==> config.mk <==
export PLATFORM = sky130hd
export DESIGN_NAME = fan_curve_hysteresis_duty_core_flat
export DESIGN_NICKNAME = d
export VERILOG_FILES = /design/src/fchd_pkg.sv /design/src/fchd_if.sv /design/src/fchd_temp_scale.sv /design/src/fchd_curve.sv /design/src/fchd_duty.sv /design/src/fan_curve_hysteresis_duty_core.sv /design/src/flat_wrapper.sv
export SDC_FILE = /design/constraint.sdc
export NUM_CORES = 2
export LEC_CHECK = 0
export CORE_ASPECT_RATIO = 1.75
export CORE_UTILIZATION = 33
export DETAILED_ROUTE_END_ITERATION = 10
export DONT_BUFFER_PORTS = 1
export PLACE_DENSITY = 0.46
export SETUP_SLACK_MARGIN = 0.3
export SLEW_MARGIN = 20
export SYNTH_ARGS = -nofsm -noshare
export SYNTH_HDL_FRONTEND = slang
export SYNTH_SLANG_ARGS = --single-unit
==> constraint.sdc <==
create_clock -name clk -period 14.43 [get_ports clk]
set_input_delay 0 -clock clk [delete_from_list [all_inputs] [get_ports clk]]
set_output_delay 0 -clock clk [all_outputs]
set_load 0.02 [all_outputs]
==> src/fchd_pkg.sv <==
`timescale 1ns / 1ps
// ----------------------------------------------------------------------------
// fchd_pkg
// Shared types and constants for the fan curve duty core.
// ----------------------------------------------------------------------------
package fchd_pkg;

  localparam int TEMP_W       = 18;  // millidegree sample width
  localparam int DEG_W        = 8;   // saturated whole degrees
  localparam int SPEED_W      = 7;   // clamped speed percent, 0..100
  localparam int LEVEL_W      = 4;   // curve point plus one
  localparam int DUTY_W       = 32;
  localparam int PERIOD_W     = 32;
  localparam int PERIOD_DIV_W = 26;  // floor(2^32-1 / 100) fits here
  localparam int CURVE_W      = 64;  // eight packed bytes
  localparam int CFG_DATA_W   = 64;
  localparam int CFG_INDEX_W  = 2;

  // x / 1000 = (x * DEG_MUL) >> DEG_SHIFT, exact for x < 2^18
  localparam logic [TEMP_W-1:0] DEG_MUL   = 18'd134218;
  localparam int                DEG_SHIFT = 27;

  // x / 100 = (x * PCT_MUL) >> PCT_SHIFT, exact for 32-bit x
  localparam logic [PERIOD_W-1:0] PCT_MUL   = 32'd2748779070;
  localparam int                  PCT_SHIFT = 38;

  localparam logic [SPEED_W-1:0] MAX_SPEED = 7'd100;

  typedef logic signed [TEMP_W-1:0]  temp_t;
  typedef logic signed [DEG_W-1:0]   deg_t;
  typedef logic [SPEED_W-1:0]        speed_t;
  typedef logic [LEVEL_W-1:0]        level_t;
  typedef logic [DUTY_W-1:0]         duty_t;
  typedef logic [PERIOD_W-1:0]       period_t;
  typedef logic [PERIOD_DIV_W-1:0]   period_div_t;
  typedef logic [CURVE_W-1:0]        curve_t;

  typedef enum logic [CFG_INDEX_W-1:0] {
    REG_ON_THRESHOLDS  = 2'd0,
    REG_OFF_THRESHOLDS = 2'd1,
    REG_SPEED_TABLE    = 2'd2,
    REG_PWM_PERIOD     = 2'd3
  } reg_index_t;

endpackage

==> src/fchd_if.sv <==
`timescale 1ns / 1ps
// ----------------------------------------------------------------------------
// fchd_if
// Valid/ready channels: temperature requests in, duty results out.
// ----------------------------------------------------------------------------
interface fchd_temp_if;
  logic            valid;
  logic            ready;
  fchd_pkg::temp_t temp_milli;

  modport source (output valid, output temp_milli, input ready);
  modport sink   (input valid, input temp_milli, output ready);
endinterface

interface fchd_duty_if;
  logic             valid;
  logic             ready;
  fchd_pkg::duty_t  duty;
  fchd_pkg::level_t level;

  modport source (output valid, output duty, output level, input ready);
  modport sink   (input valid, input duty, input level, output ready);
endinterface

==> src/fchd_temp_scale.sv <==
`timescale 1ns / 1ps
// ----------------------------------------------------------------------------
// fchd_temp_scale
// Millidegrees to saturated whole degrees, truncating toward zero.
// ----------------------------------------------------------------------------
module fchd_temp_scale (
  input  logic            clk,
  input  logic            load,
  input  fchd_pkg::temp_t temp_milli,
  output fchd_pkg::deg_t  deg
);

  logic                               neg;
  logic [fchd_pkg::TEMP_W-1:0]        mag;
  logic [2*fchd_pkg::TEMP_W-1:0]      prod;
  logic [2*fchd_pkg::TEMP_W-fchd_pkg::DEG_SHIFT-1:0] quot;
  fchd_pkg::deg_t                     deg_next;

  always_comb begin
    neg  = temp_milli[fchd_pkg::TEMP_W-1];
    // magnitude of the most negative code still fits unsigned
    mag  = neg ? fchd_pkg::TEMP_W'(-temp_milli) : fchd_pkg::TEMP_W'(temp_milli);
    prod = (2*fchd_pkg::TEMP_W)'(mag) * (2*fchd_pkg::TEMP_W)'(fchd_pkg::DEG_MUL);
    quot = prod[2*fchd_pkg::TEMP_W-1:fchd_pkg::DEG_SHIFT];
    if (neg) begin
      if (quot >= 9'd128) begin
        deg_next = 8'h80;
      end else begin
        deg_next = 8'(-quot);
      end
    end else begin
      if (quot > 9'd127) begin
        deg_next = 8'h7f;
      end else begin
        deg_next = 8'(quot);
      end
    end
  end

  always_ff @(posedge clk) begin
    if (load) begin
      deg <= deg_next;
    end
  end

endmodule

==> src/fchd_curve.sv <==
`timescale 1ns / 1ps
// ----------------------------------------------------------------------------
// fchd_curve
// Hysteresis compare per curve point, priority pick of the speed.
// ----------------------------------------------------------------------------
module fchd_curve #(
  parameter int POINTS = 8
) (
  input  logic             clk,
  input  logic             rst,
  input  logic             load,
  input  fchd_pkg::deg_t   deg,
  input  fchd_pkg::curve_t on_thresholds,
  input  fchd_pkg::curve_t off_thresholds,
  input  fchd_pkg::curve_t speed_table,
  output fchd_pkg::speed_t speed,
  output fchd_pkg::level_t level
);

  logic [POINTS-1:0] active;
  logic [POINTS-1:0] active_next;
  fchd_pkg::level_t  level_next;
  logic [7:0]        speed_raw;
  fchd_pkg::speed_t  speed_next;

  always_comb begin
    active_next = '0;
    level_next  = '0;
    speed_raw   = '0;
    for (int p = 0; p < POINTS; p++) begin
      if ((deg >= $signed(on_thresholds[8*p +: 8])) ||
          ((deg >= $signed(off_thresholds[8*p +: 8])) && active[p])) begin
        active_next[p] = 1'b1;
        level_next     = fchd_pkg::LEVEL_W'(p + 1);
        speed_raw      = speed_table[8*p +: 8];
      end
    end
    if (speed_raw > 8'(fchd_pkg::MAX_SPEED)) begin
      speed_next = fchd_pkg::MAX_SPEED;
    end else begin
      speed_next = fchd_pkg::SPEED_W'(speed_raw);
    end
  end

  always_ff @(posedge clk) begin
    if (rst) begin
      active <= '0;
    end else if (load) begin
      active <= active_next;
    end
  end

  always_ff @(posedge clk) begin
    if (load) begin
      speed <= speed_next;
      level <= level_next;
    end
  end

endmodule

==> src/fchd_duty.sv <==
`timescale 1ns / 1ps
// ----------------------------------------------------------------------------
// fchd_duty
// Period over 100, then speed percent times that quotient.
// ----------------------------------------------------------------------------
module fchd_duty (
  input  logic              clk,
  input  logic              load,
  input  fchd_pkg::period_t pwm_period,
  input  fchd_pkg::speed_t  speed,
  input  fchd_pkg::level_t  level_in,
  output fchd_pkg::duty_t   duty,
  output fchd_pkg::level_t  level
);

  localparam int PROD_W = 2 * fchd_pkg::PERIOD_W;
  localparam int MUL_W  = fchd_pkg::SPEED_W + fchd_pkg::PERIOD_DIV_W;

  logic [PROD_W-1:0]     period_prod;
  fchd_pkg::period_div_t period_div;
  logic [MUL_W-1:0]      duty_prod;

  // quotient is registered, tracking the period register from the next cycle
  assign period_prod = PROD_W'(pwm_period) * PROD_W'(fchd_pkg::PCT_MUL);
  assign duty_prod   = MUL_W'(speed) * MUL_W'(period_div);

  always_ff @(posedge clk) begin
    period_div <= period_prod[fchd_pkg::PCT_SHIFT +: fchd_pkg::PERIOD_DIV_W];
  end

  always_ff @(posedge clk) begin
    if (load) begin
      duty  <= duty_prod[fchd_pkg::DUTY_W-1:0];
      level <= level_in;
    end
  end

endmodule

==> src/fan_curve_hysteresis_duty_core.sv <==
`timescale 1ns / 1ps
// ----------------------------------------------------------------------------
// fan_curve_hysteresis_duty_core
// Fan PWM duty from temperature samples, using a curve with hysteresis.
// ----------------------------------------------------------------------------
// Takes one temperature request per cycle while the pipeline has a free
// slot, and returns one duty result per request, in order. The pipeline
// is: input register, divide by 1000 (one multiply by a reciprocal),
// hysteresis compare and priority pick (updates the active bits), speed
// times period/100 (second multiply), result register. Each stage holds
// while the one after it is full and stalled, so ready stays high whenever
// the pipeline has a free slot.
// Configuration writes take effect on the next edge and must be made while
// no request is in flight; after a period write, period/100 is recomputed
// into its own register from the period register.
module fan_curve_hysteresis_duty_core #(
  parameter int POINTS = 8   // curve points in use, 2..8
) (
  input  logic                               clk,
  input  logic                               rst,
  input  logic                               cfg_we,
  input  logic [fchd_pkg::CFG_INDEX_W-1:0]   cfg_index,
  input  logic [fchd_pkg::CFG_DATA_W-1:0]    cfg_data,
  fchd_temp_if.sink                          sample,
  fchd_duty_if.source                        result
);

  // configuration registers
  fchd_pkg::curve_t  on_thresholds;
  fchd_pkg::curve_t  off_thresholds;
  fchd_pkg::curve_t  speed_table;
  fchd_pkg::period_t pwm_period;

  always_ff @(posedge clk) begin
    if (rst) begin
      on_thresholds  <= '0;
      off_thresholds <= '0;
      speed_table    <= '0;
      pwm_period     <= '0;
    end else if (cfg_we) begin
      unique case (fchd_pkg::reg_index_t'(cfg_index))
        fchd_pkg::REG_ON_THRESHOLDS:  on_thresholds  <= cfg_data;
        fchd_pkg::REG_OFF_THRESHOLDS: off_thresholds <= cfg_data;
        fchd_pkg::REG_SPEED_TABLE:    speed_table    <= cfg_data;
        fchd_pkg::REG_PWM_PERIOD:     pwm_period     <= cfg_data[fchd_pkg::PERIOD_W-1:0];
        default: ;
      endcase
    end
  end

  // stage valids: 0 input reg, 1 degrees, 2 speed/level, 3 result
  logic v0, v1, v2, v3;
  logic rdy0, rdy1, rdy2, rdy3;
  logic take, adv01, adv12, adv23;

  // ready ripples back from the result side
  assign rdy3  = !v3 || result.ready;
  assign rdy2  = !v2 || rdy3;
  assign rdy1  = !v1 || rdy2;
  assign rdy0  = !v0 || rdy1;

  assign take  = sample.valid && rdy0;
  assign adv01 = v0 && rdy1;
  assign adv12 = v1 && rdy2;   // active bits update here, in request order
  assign adv23 = v2 && rdy3;

  always_ff @(posedge clk) begin
    if (rst) begin
      v0 <= 1'b0;
      v1 <= 1'b0;
      v2 <= 1'b0;
      v3 <= 1'b0;
    end else begin
      if (take) begin
        v0 <= 1'b1;
      end else if (adv01) begin
        v0 <= 1'b0;
      end
      if (adv01) begin
        v1 <= 1'b1;
      end else if (adv12) begin
        v1 <= 1'b0;
      end
      if (adv12) begin
        v2 <= 1'b1;
      end else if (adv23) begin
        v2 <= 1'b0;
      end
      if (adv23) begin
        v3 <= 1'b1;
      end else if (result.ready) begin
        v3 <= 1'b0;
      end
    end
  end

  // input register
  fchd_pkg::temp_t temp_milli;

  always_ff @(posedge clk) begin
    if (take) begin
      temp_milli <= sample.temp_milli;
    end
  end

  fchd_pkg::deg_t   deg;
  fchd_pkg::speed_t speed;
  fchd_pkg::level_t level;

  fchd_temp_scale u_scale (
    .clk        (clk),
    .load       (adv01),
    .temp_milli (temp_milli),
    .deg        (deg)
  );

  fchd_curve #(
    .POINTS (POINTS)
  ) u_curve (
    .clk            (clk),
    .rst            (rst),
    .load           (adv12),
    .deg            (deg),
    .on_thresholds  (on_thresholds),
    .off_thresholds (off_thresholds),
    .speed_table    (speed_table),
    .speed          (speed),
    .level          (level)
  );

  fchd_duty u_duty (
    .clk        (clk),
    .load       (adv23),
    .pwm_period (pwm_period),
    .speed      (speed),
    .level_in   (level),
    .duty       (result.duty),
    .level      (result.level)
  );

  assign sample.ready = rdy0;
  assign result.valid = v3;

endmodule
==> src/flat_wrapper.sv <==
// flat-port wrapper written by rule: the top's interface ports become plain ports
module fan_curve_hysteresis_duty_core_flat 
#(
  parameter int POINTS = 8                               
)
  (clk, rst, cfg_we, cfg_index, cfg_data, sample_valid, sample_temp_milli, sample_ready, result_valid, result_duty, result_level, result_ready);
  fchd_temp_if sample_i ();
  fchd_duty_if result_i ();
  input  logic clk;
  input  logic rst;
  input  logic cfg_we;
  input  logic [fchd_pkg::CFG_INDEX_W-1:0] cfg_index;
  input  logic [fchd_pkg::CFG_DATA_W-1:0] cfg_data;
  input wire logic [$bits(sample_i.valid)-1:0] sample_valid;
  input wire logic [$bits(sample_i.temp_milli)-1:0] sample_temp_milli;
  output wire logic [$bits(sample_i.ready)-1:0] sample_ready;
  output wire logic [$bits(result_i.valid)-1:0] result_valid;
  output wire logic [$bits(result_i.duty)-1:0] result_duty;
  output wire logic [$bits(result_i.level)-1:0] result_level;
  input wire logic [$bits(result_i.ready)-1:0] result_ready;
  assign sample_i.valid = sample_valid;
  assign sample_i.temp_milli = sample_temp_milli;
  assign sample_ready = sample_i.ready;
  assign result_valid = result_i.valid;
  assign result_duty = result_i.duty;
  assign result_level = result_i.level;
  assign result_i.ready = result_ready;
  fan_curve_hysteresis_duty_core #(.POINTS(POINTS)) u_core (.clk(clk), .rst(rst), .cfg_we(cfg_we), .cfg_index(cfg_index), .cfg_data(cfg_data), .sample(sample_i), .result(result_i));
endmodule
; Yosys cells after proc, flatten, opt, wreduce, memory -nomap -nowiden
; Index checks and enable logic that the tools add are counted.
; W data, S select, Z words.
[word_totals]
latchBits = 0
mem_bits_rw = 0
out_inout_bits = 38
romBits = 0
regBits = 335
input_bits = 89
n_memories = 0
elab_cells = 115
[classes]
div = 0
n_eq_ne = 3
n_reduce_logical = 37
add_sub_neg = 2
bitwise = 0
n_shift = 0
mux = 35
mul = 3
magnitude_cmp = 19
[op_table]
columns = op, n
row1 = $ge A8 B8 Y1, 16
row2 = $mux W8, 11
row3 = $mul A32 B31 Y63 const B, 1
row4 = $mul A18 B17 Y35 const B, 1
row5 = $mul A7 B26 Y32, 1
row6 = $mux W4, 6
row7 = $mux W18, 1
row8 = $neg A18 Y18, 1
row9 = $mux W1, 17
row10 = $logic_and A1 B1 Y1, 12
row11 = $logic_or A1 B1 Y1, 12
row12 = $ge A9 B8 Y1 const B, 1
row13 = $gt A9 B7 Y1 const B, 1
row14 = $gt A8 B7 Y1 const B, 1
row15 = $neg A8 Y8, 1
row16 = $reduce_and A2 Y1, 4
row17 = $reduce_bool A2 Y1, 4
row18 = $eq A2 B2 Y1 const B, 2
row19 = $logic_not A1 Y1, 4
row20 = $eq A2 B1 Y1 const B, 1
row21 = $logic_not A2 Y1, 1

; Depth between registers and ports, before layout
[logic_depth]
ltp_word = 12
depth_mapped = 30
mapped_depth_nobuf = 30

; Modules after synthesis
; Synthesis repeated with hierarchy kept, for this count alone.
[hier_totals]
hier_cells = 4499
area_unflattened_um2 = 43426.6
[by_module_without_submodules]
columns = mod, cells_each, area_per_inst_um2, seq_area_each_um2, instances
row1 = fchd_duty, 2459, 24075.6, 1601.5, 1
row2 = fan_curve_hysteresis_duty_core, 838, 9580.4, 5104.9, 1
row3 = fchd_temp_scale, 591, 4968.5, 240.2, 1
row4 = fchd_curve, 611, 4802.1, 490.5, 1

; Least setup slack after synthesis
; OpenSTA, ideal clock, no wires.
[synth_timing]
path_type = register -> register
from = reg u_core.pwm_period[4]
to = reg u_core.u_duty.period_div[25]
setup_slack_ns = 7.209
path_stages_with_launch = 26
arrival_ns = 7.149
required_ns = 14.358
setup_ns = 0.072
synth_period_minus_slack_ns = 7.221
path_cell_list = dfxtp_1 -> inv_1 -> fa_1 -> inv_1 -> ha_1 -> fa_1 -> inv_1 -> fa_1 -> inv_1 -> fa_1 -> fa_1 -> fa_1 -> inv_1 -> fa_1 -> inv_1 -> ha_1 -> and4_4 -> a2111oi_4 -> a31oi_2 -> o311ai_4 -> a21oi_2 -> o31a_1 -> a41o_1 -> or4_4 -> a31oi_4 -> xnor2_1
[synth_between]
elab_chain_cells = 1
[synth_lines]
columns = item, line
row1 = "start, declared", fan_curve_hysteresis_duty_core.sv:32  ; fchd_pkg::period_t pwm_period;
row2 = "start signal, assigned", fan_curve_hysteresis_duty_core.sv:45  ; fchd_pkg::REG_PWM_PERIOD: pwm_period <= cfg_data[fchd_pkg::PERIOD_W-1:0];
row3 = $mul A32 B31 Y63, fchd_duty.sv:24  ; assign period_prod = PROD_W'(pwm_period) * PROD_W'(fchd_pkg::PCT_MUL);
row4 = net u_core.u_duty.period_prod[63], fchd_duty.sv:19  ; logic [PROD_W-1:0] period_prod;
row5 = "end signal, assigned", fchd_duty.sv:28  ; period_div <= period_prod[fchd_pkg::PCT_SHIFT +: fchd_pkg::PERIOD_DIV_W];
row6 = "end, declared", fchd_duty.sv:20  ; fchd_pkg::period_div_t period_div;
; The timed path passes the listed nets, and every way through them passes these cells.
; A chain may end at the register's enable or synchronous reset.

; Worst setup path in the final report
[layout_timing]
from = reg u_core.temp_milli[2]
to = reg u_core.u_scale.deg[1] (data pin)
[layout_between]
elab_chain_cells = 6
word_cells_on_any_way = 9
cone_classes = add/sub (2) / mul (1) / order compare (2) / mux (4)
[layout_lines]
columns = item, line
row1 = "start, declared", fan_curve_hysteresis_duty_core.sv:98  ; fchd_pkg::temp_t temp_milli;
row2 = "start signal, assigned", fan_curve_hysteresis_duty_core.sv:102  ; temp_milli <= sample.temp_milli;
row3 = $neg A18 Y18, fchd_temp_scale.sv:22  ; mag = neg ? fchd_pkg::TEMP_W'(-temp_milli) : fchd_pkg::TEMP_W'(temp_milli);
row4 = $mux W18 (*), fchd_temp_scale.sv:22
row5 = $mul A18 B17 Y35 (*), fchd_temp_scale.sv:23  ; prod = (2*fchd_pkg::TEMP_W)'(mag) * (2*fchd_pkg::TEMP_W)'(fchd_pkg::DEG_MUL);
row6 = $neg A8 Y8 (tied with other cells), fchd_temp_scale.sv:29  ; deg_next = 8'(-quot);
row7 = "$mux W8, on equally long branches", "fchd_temp_scale.sv:26, fchd_temp_scale.sv:32"
row8 = $mux W8 (*), fchd_temp_scale.sv:25  ; if (neg) begin
row9 = net u_core.u_scale.deg_next[1], fchd_temp_scale.sv:17  ; fchd_pkg::deg_t deg_next;
row10 = "end signal, assigned", fchd_temp_scale.sv:42  ; deg <= deg_next;
row11 = "end, declared", fchd_temp_scale.sv:10  ; output fchd_pkg::deg_t deg
; The timed path passes the listed nets; every way through them passes the cells marked *.

==> results.json <==
{
  "dieWidth_um": 265.8,
  "yosys.area_share.simple_pct": 10.29,
  "rr_worst_depth": 27,
  "avgRoutedWirePerCell_um": 20.29,
  "area_delta_synth_final_pct": 11.38,
  "p_seq_share_pct": 19.7,
  "via_per_inst": 4.772,
  "cts_tree": "built",
  "cts_root_buf": "clkbuf_16",
  "synth_top_family_by_area": "adder cells",
  "leakage_nw": 21.85,
  "synth_xor_area_share_pct": 2.263,
  "critPathTopFamily": "compound AO/OA/AOI/OAI gates",
  "critPathKind": "reg2reg",
  "ys_types": 88,
  "path_buf_inv": 5,
  "drtIter0Drc": 1038,
  "switchingPower_w": 0.002919,
  "rr_startpoint": "u_core.temp_milli[2]",
  "ys_async_sr_fraction_pct": 0,
  "crit_cells": 27,
  "overflow": 0,
  "worst_slack_ns": 5.977,
  "rsz0062_at_grt": "no",
  "postPlaceCellArea_mm2": 0.04214,
  "io_buffers": 0,
  "remaining_drc_errors": 0,
  "most-common-layout-cells": "inv_1, ha_1, nand2_1",
  "synth_area_mm2": 0.04020,
  "r2r_slack_ns": 5.98,
  "syn-num-nets": 5665,
  "power_density_mw_per_mm2": 143.8,
  "grt_pass1_wl_mm": 188.5,
  "start_kind": "flip-flop",
  "crit_fanout": 12,
  "place_congestion": 0.9814,
  "seq_area_frac_synth_pct": 18.50,
  "synthAdderAreaFrac_pct": 49.28,
  "synth_edf_count": 73,
  "ctsHoldBuffers": 114,
  "muxShareOfSynthArea_pct": 0.2085,
  "cp_data_required_time_ns": 14.76,
  "clkTransAtPathRegs_ns": 0.06,
  "start_util_pct": 33.23,
  "final_max_slew_viol_count": 0,
  "h-tree-depth": 2,
  "dp_hpwl_mm": 100.5,
  "crit_top_cell": "inv_1",
  "clockBufferDepth": 3,
  "cts_resized": 0,
  "cp.arrival_ns": 8.78,
  "finalNetCount": 5758,
  "pwr-share-clk_pct": 17.6,
  "dp_cells": 5883,
  "hp-class": "in2reg",
  "die_area_mm2": 0.1233,
  "crit_path_end": "u_core.u_scale.deg[1]",
  "firstDrtPassIters": 7,
  "grt_pass1_vias": 31516,
  "layout-drive-gt1-share_pct": 3.258,
  "yosys_warnings": 0,
  "post_cts_buffers": 0,
  "switching_share_pct": 45.33,
  "io_pins": 127,
  "crit_start": "u_core.temp_milli[2]",
  "routed_wl_mm": 123.2,
  "syn_avg_cell_area_um2": 9.296,
  "cpPeakStageDelay_ns": 0.63,
  "worst-slew-pin-transition_ns": 1.048,
  "final_common_cell": "inv_1",
  "finalSetupTns_ns": 0,
  "ir_drop_mv": 0.1566,
  "synth_seq_cells": 335,
  "p_int_w": 0.003520,
  "slowest_stage": "xor2_1",
  "synth_compound_area_share_pct": 9.556,
  "dpl_worst_slack_ns": 5.874,
  "vias": 28983,
  "track_usage_pct": 20.40,
  "ant_nets": 0,
  "fp.coreArea_mm2": 0.1210,
  "fmax_mhz": 118.3,
  "ys.flop_type": "dfxtp_1",
  "clock_skew_ns": 0.08390,
  "finalCritPeriodShare_pct": 58.58,
  "finalInstanceArea_mm2": 0.04477,
  "row_count": 169,
  "antenna_found_initial": 6,
  "hold_viol_final": 0,
  "fp.dieH_um": 463.7,
  "endpoint_kind": "flip-flop",
  "period_minus_slack_ns": 8.453,
  "slew_headroom_pct": 30.16,
  "reg2reg_to": "u_core.u_scale.deg[1]",
  "grt_max_degree": 237,
  "syn_inst": 4324,
  "status": "complete, no violations",
  "drv_cap": 0,
  "clock_latency_ns": 0.64,
  "n_antenna_cell": 0,
  "cts_made_buffers": 42,
  "setup_violations": 0,
  "instances_no_fill": 6074,
  "clkSinkCount": 335,
  "power_frac_comb_pct": 62.7
}
## kinds of logic (layout without fill, tap and decap cells)
group                      after synthesis  count (layout)
AOI/OAI and AO/OA                      626             626
xor gates and xnor gates               103             103
buffers and inverters                 1057            1183
DFF                                    335             335
muxes                                    8               8
and+or+nand+nor                        943             943
adders and majority gates             1252            1252
## power by group through the flow
stage	registers (W)	clock network, W	logic [W]
global route	0.00128	0.00121	0.00470
detailed placement	0.00129	0	0.00406
CTS	0.00127	0.00118	0.00414
floorplan	0.00127	0	0.00299
finish	0.00127	0.00114	0.00404
global placement	0.00129	0	0.00401
## layer usage
metal | track usage (%) | part of all wire (%) | vias up | wire length (um)
li1 | - | - | 13941 | -
met1 | 20.45 | 35 | 14349 | 43690
met2 | 40.77 | 56 | 472 | 69390
met3 | 1.964 | 2.4 | 211 | 2984
met4 | 10.18 | 5.8 | 10 | 7105
met5 | 0 | 0.052 | - | 64
## cell type report
type                    instances  area [um^2]
clock inverters                23        279.0
well taps                    1624         2032
flip-flops and latches        335         7437
inverters                     956         3588
multi-input cells            2932        28820
clock buffers                  54         1189
repair buffers                150         1429
fillers                     12578        76180
## state kept, by name, summed over array words and instances, names as in the netlist, 8 cells and up
name                      flops
u_core.u_duty.duty           32
u_core.u_curve.active         8
u_core.off_thresholds        64
u_core.speed_table           64
u_core.pwm_period            32
u_core.temp_milli            18
u_core.u_duty.period_div     26
u_core.u_scale.deg            8
u_core.on_thresholds         64
## cells in the mapped netlist, types with 4 or more instances
cell type | count | area [um^2]
o31ai_1 | 15 | 112.6
nand2_1 | 629 | 2361
o211ai_1 | 14 | 105.1
nor2_1 | 86 | 322.8
mux2i_1 | 5 | 50.05
o2111ai_1 | 10 | 87.58
nor4_1 | 6 | 37.54
nor3_1 | 13 | 65.06
xor2_1 | 31 | 271.5
or3_1 | 4 | 25.02
o31a_1 | 4 | 35.03
dfxtp_1 | 262 | 5245
and3_1 | 14 | 87.58
nand4_1 | 11 | 68.82
or2_2 | 5 | 31.28
nor3b_1 | 5 | 37.54
and2_1 | 68 | 425.4
o21ai_1 | 5 | 25.02
edfxtp_1 | 73 | 2192
a211oi_1 | 29 | 217.7
nor4b_1 | 5 | 43.79
a21o_1 | 53 | 397.9
a21oi_1 | 330 | 1652
o21a_1 | 14 | 105.1
buf_1 | 6 | 22.52
ha_1 | 700 | 8758
clkbuf_1 | 90 | 337.8
o21ai_0 | 71 | 355.3
buf_2 | 4 | 20.02
nor2b_1 | 22 | 137.6
nand2b_1 | 31 | 193.9
xnor2_1 | 71 | 621.9
o21bai_1 | 5 | 37.54
nand3b_1 | 4 | 30.03
or4_1 | 5 | 37.54
o22ai_1 | 4 | 25.02
o41ai_1 | 7 | 61.31
nand3_1 | 22 | 110.1
o221ai_1 | 5 | 43.79
a31oi_1 | 14 | 87.58
fa_1 | 552 | 11050
inv_1 | 954 | 3581
## worst min path at each step
| stage | depth (start not counted) | end | slack (ns) | from |
|---|---|---|---|---|
| CTS | 4 | u_core.on_thresholds[32] | 0.007 | cfg_index[1] |
| floorplan | 0 | u_core.temp_milli[0] | 0.1 | sample_temp_milli[0] |
| finish | 4 | u_core.on_thresholds[61] | 0.02 | cfg_index[1] |
| global route | 4 | u_core.on_thresholds[58] | 0.04 | cfg_index[1] |
| detailed placement | 1 | u_core.v0 | 0.09 | rst |
| global placement | 1 | u_core.off_thresholds[3] | 0.09 | rst |
## worst register-to-register path, cell delays in order, from the launching register on
cell and delay (ns):
edfxtp_1 0.47, nor3_2 0.24, nand2b_1 0.15, nor4_1 0.43, nand3b_1 0.24, o41ai_1 0.35
xor2_1 0.63, inv_1 0.18, ha_1 0.32, inv_1 0.05, fa_1 0.50, inv_1 0.05
fa_1 0.47, fa_1 0.54, inv_1 0.05, fa_1 0.53, inv_1 0.04, ha_1 0.29
a21oi_1 0.19, o21ai_0 0.13, a211oi_1 0.42, a2bb2oi_1 0.22, o311a_1 0.33, a211oi_1 0.14
or2_2 0.34, o22ai_2 0.45, o32a_1 0.32, o211ai_1 0.10
## per-stage QoR
step / power (W) / hold WS (ns) / util, %
after CTS: 0.006590 / 0.007366 / 37.02
after global routing: 0.007188 / 0.04411 / 37.02
after global placement: 0.005302 / 0.08851 / 34.84
after detailed placement: 0.005349 / 0.08975 / 34.84
after floorplan: 0.004252 / 0.09887 / -
final: 0.006440 / 0.02033 / 37.02
(Power assumes the default switching activity.)
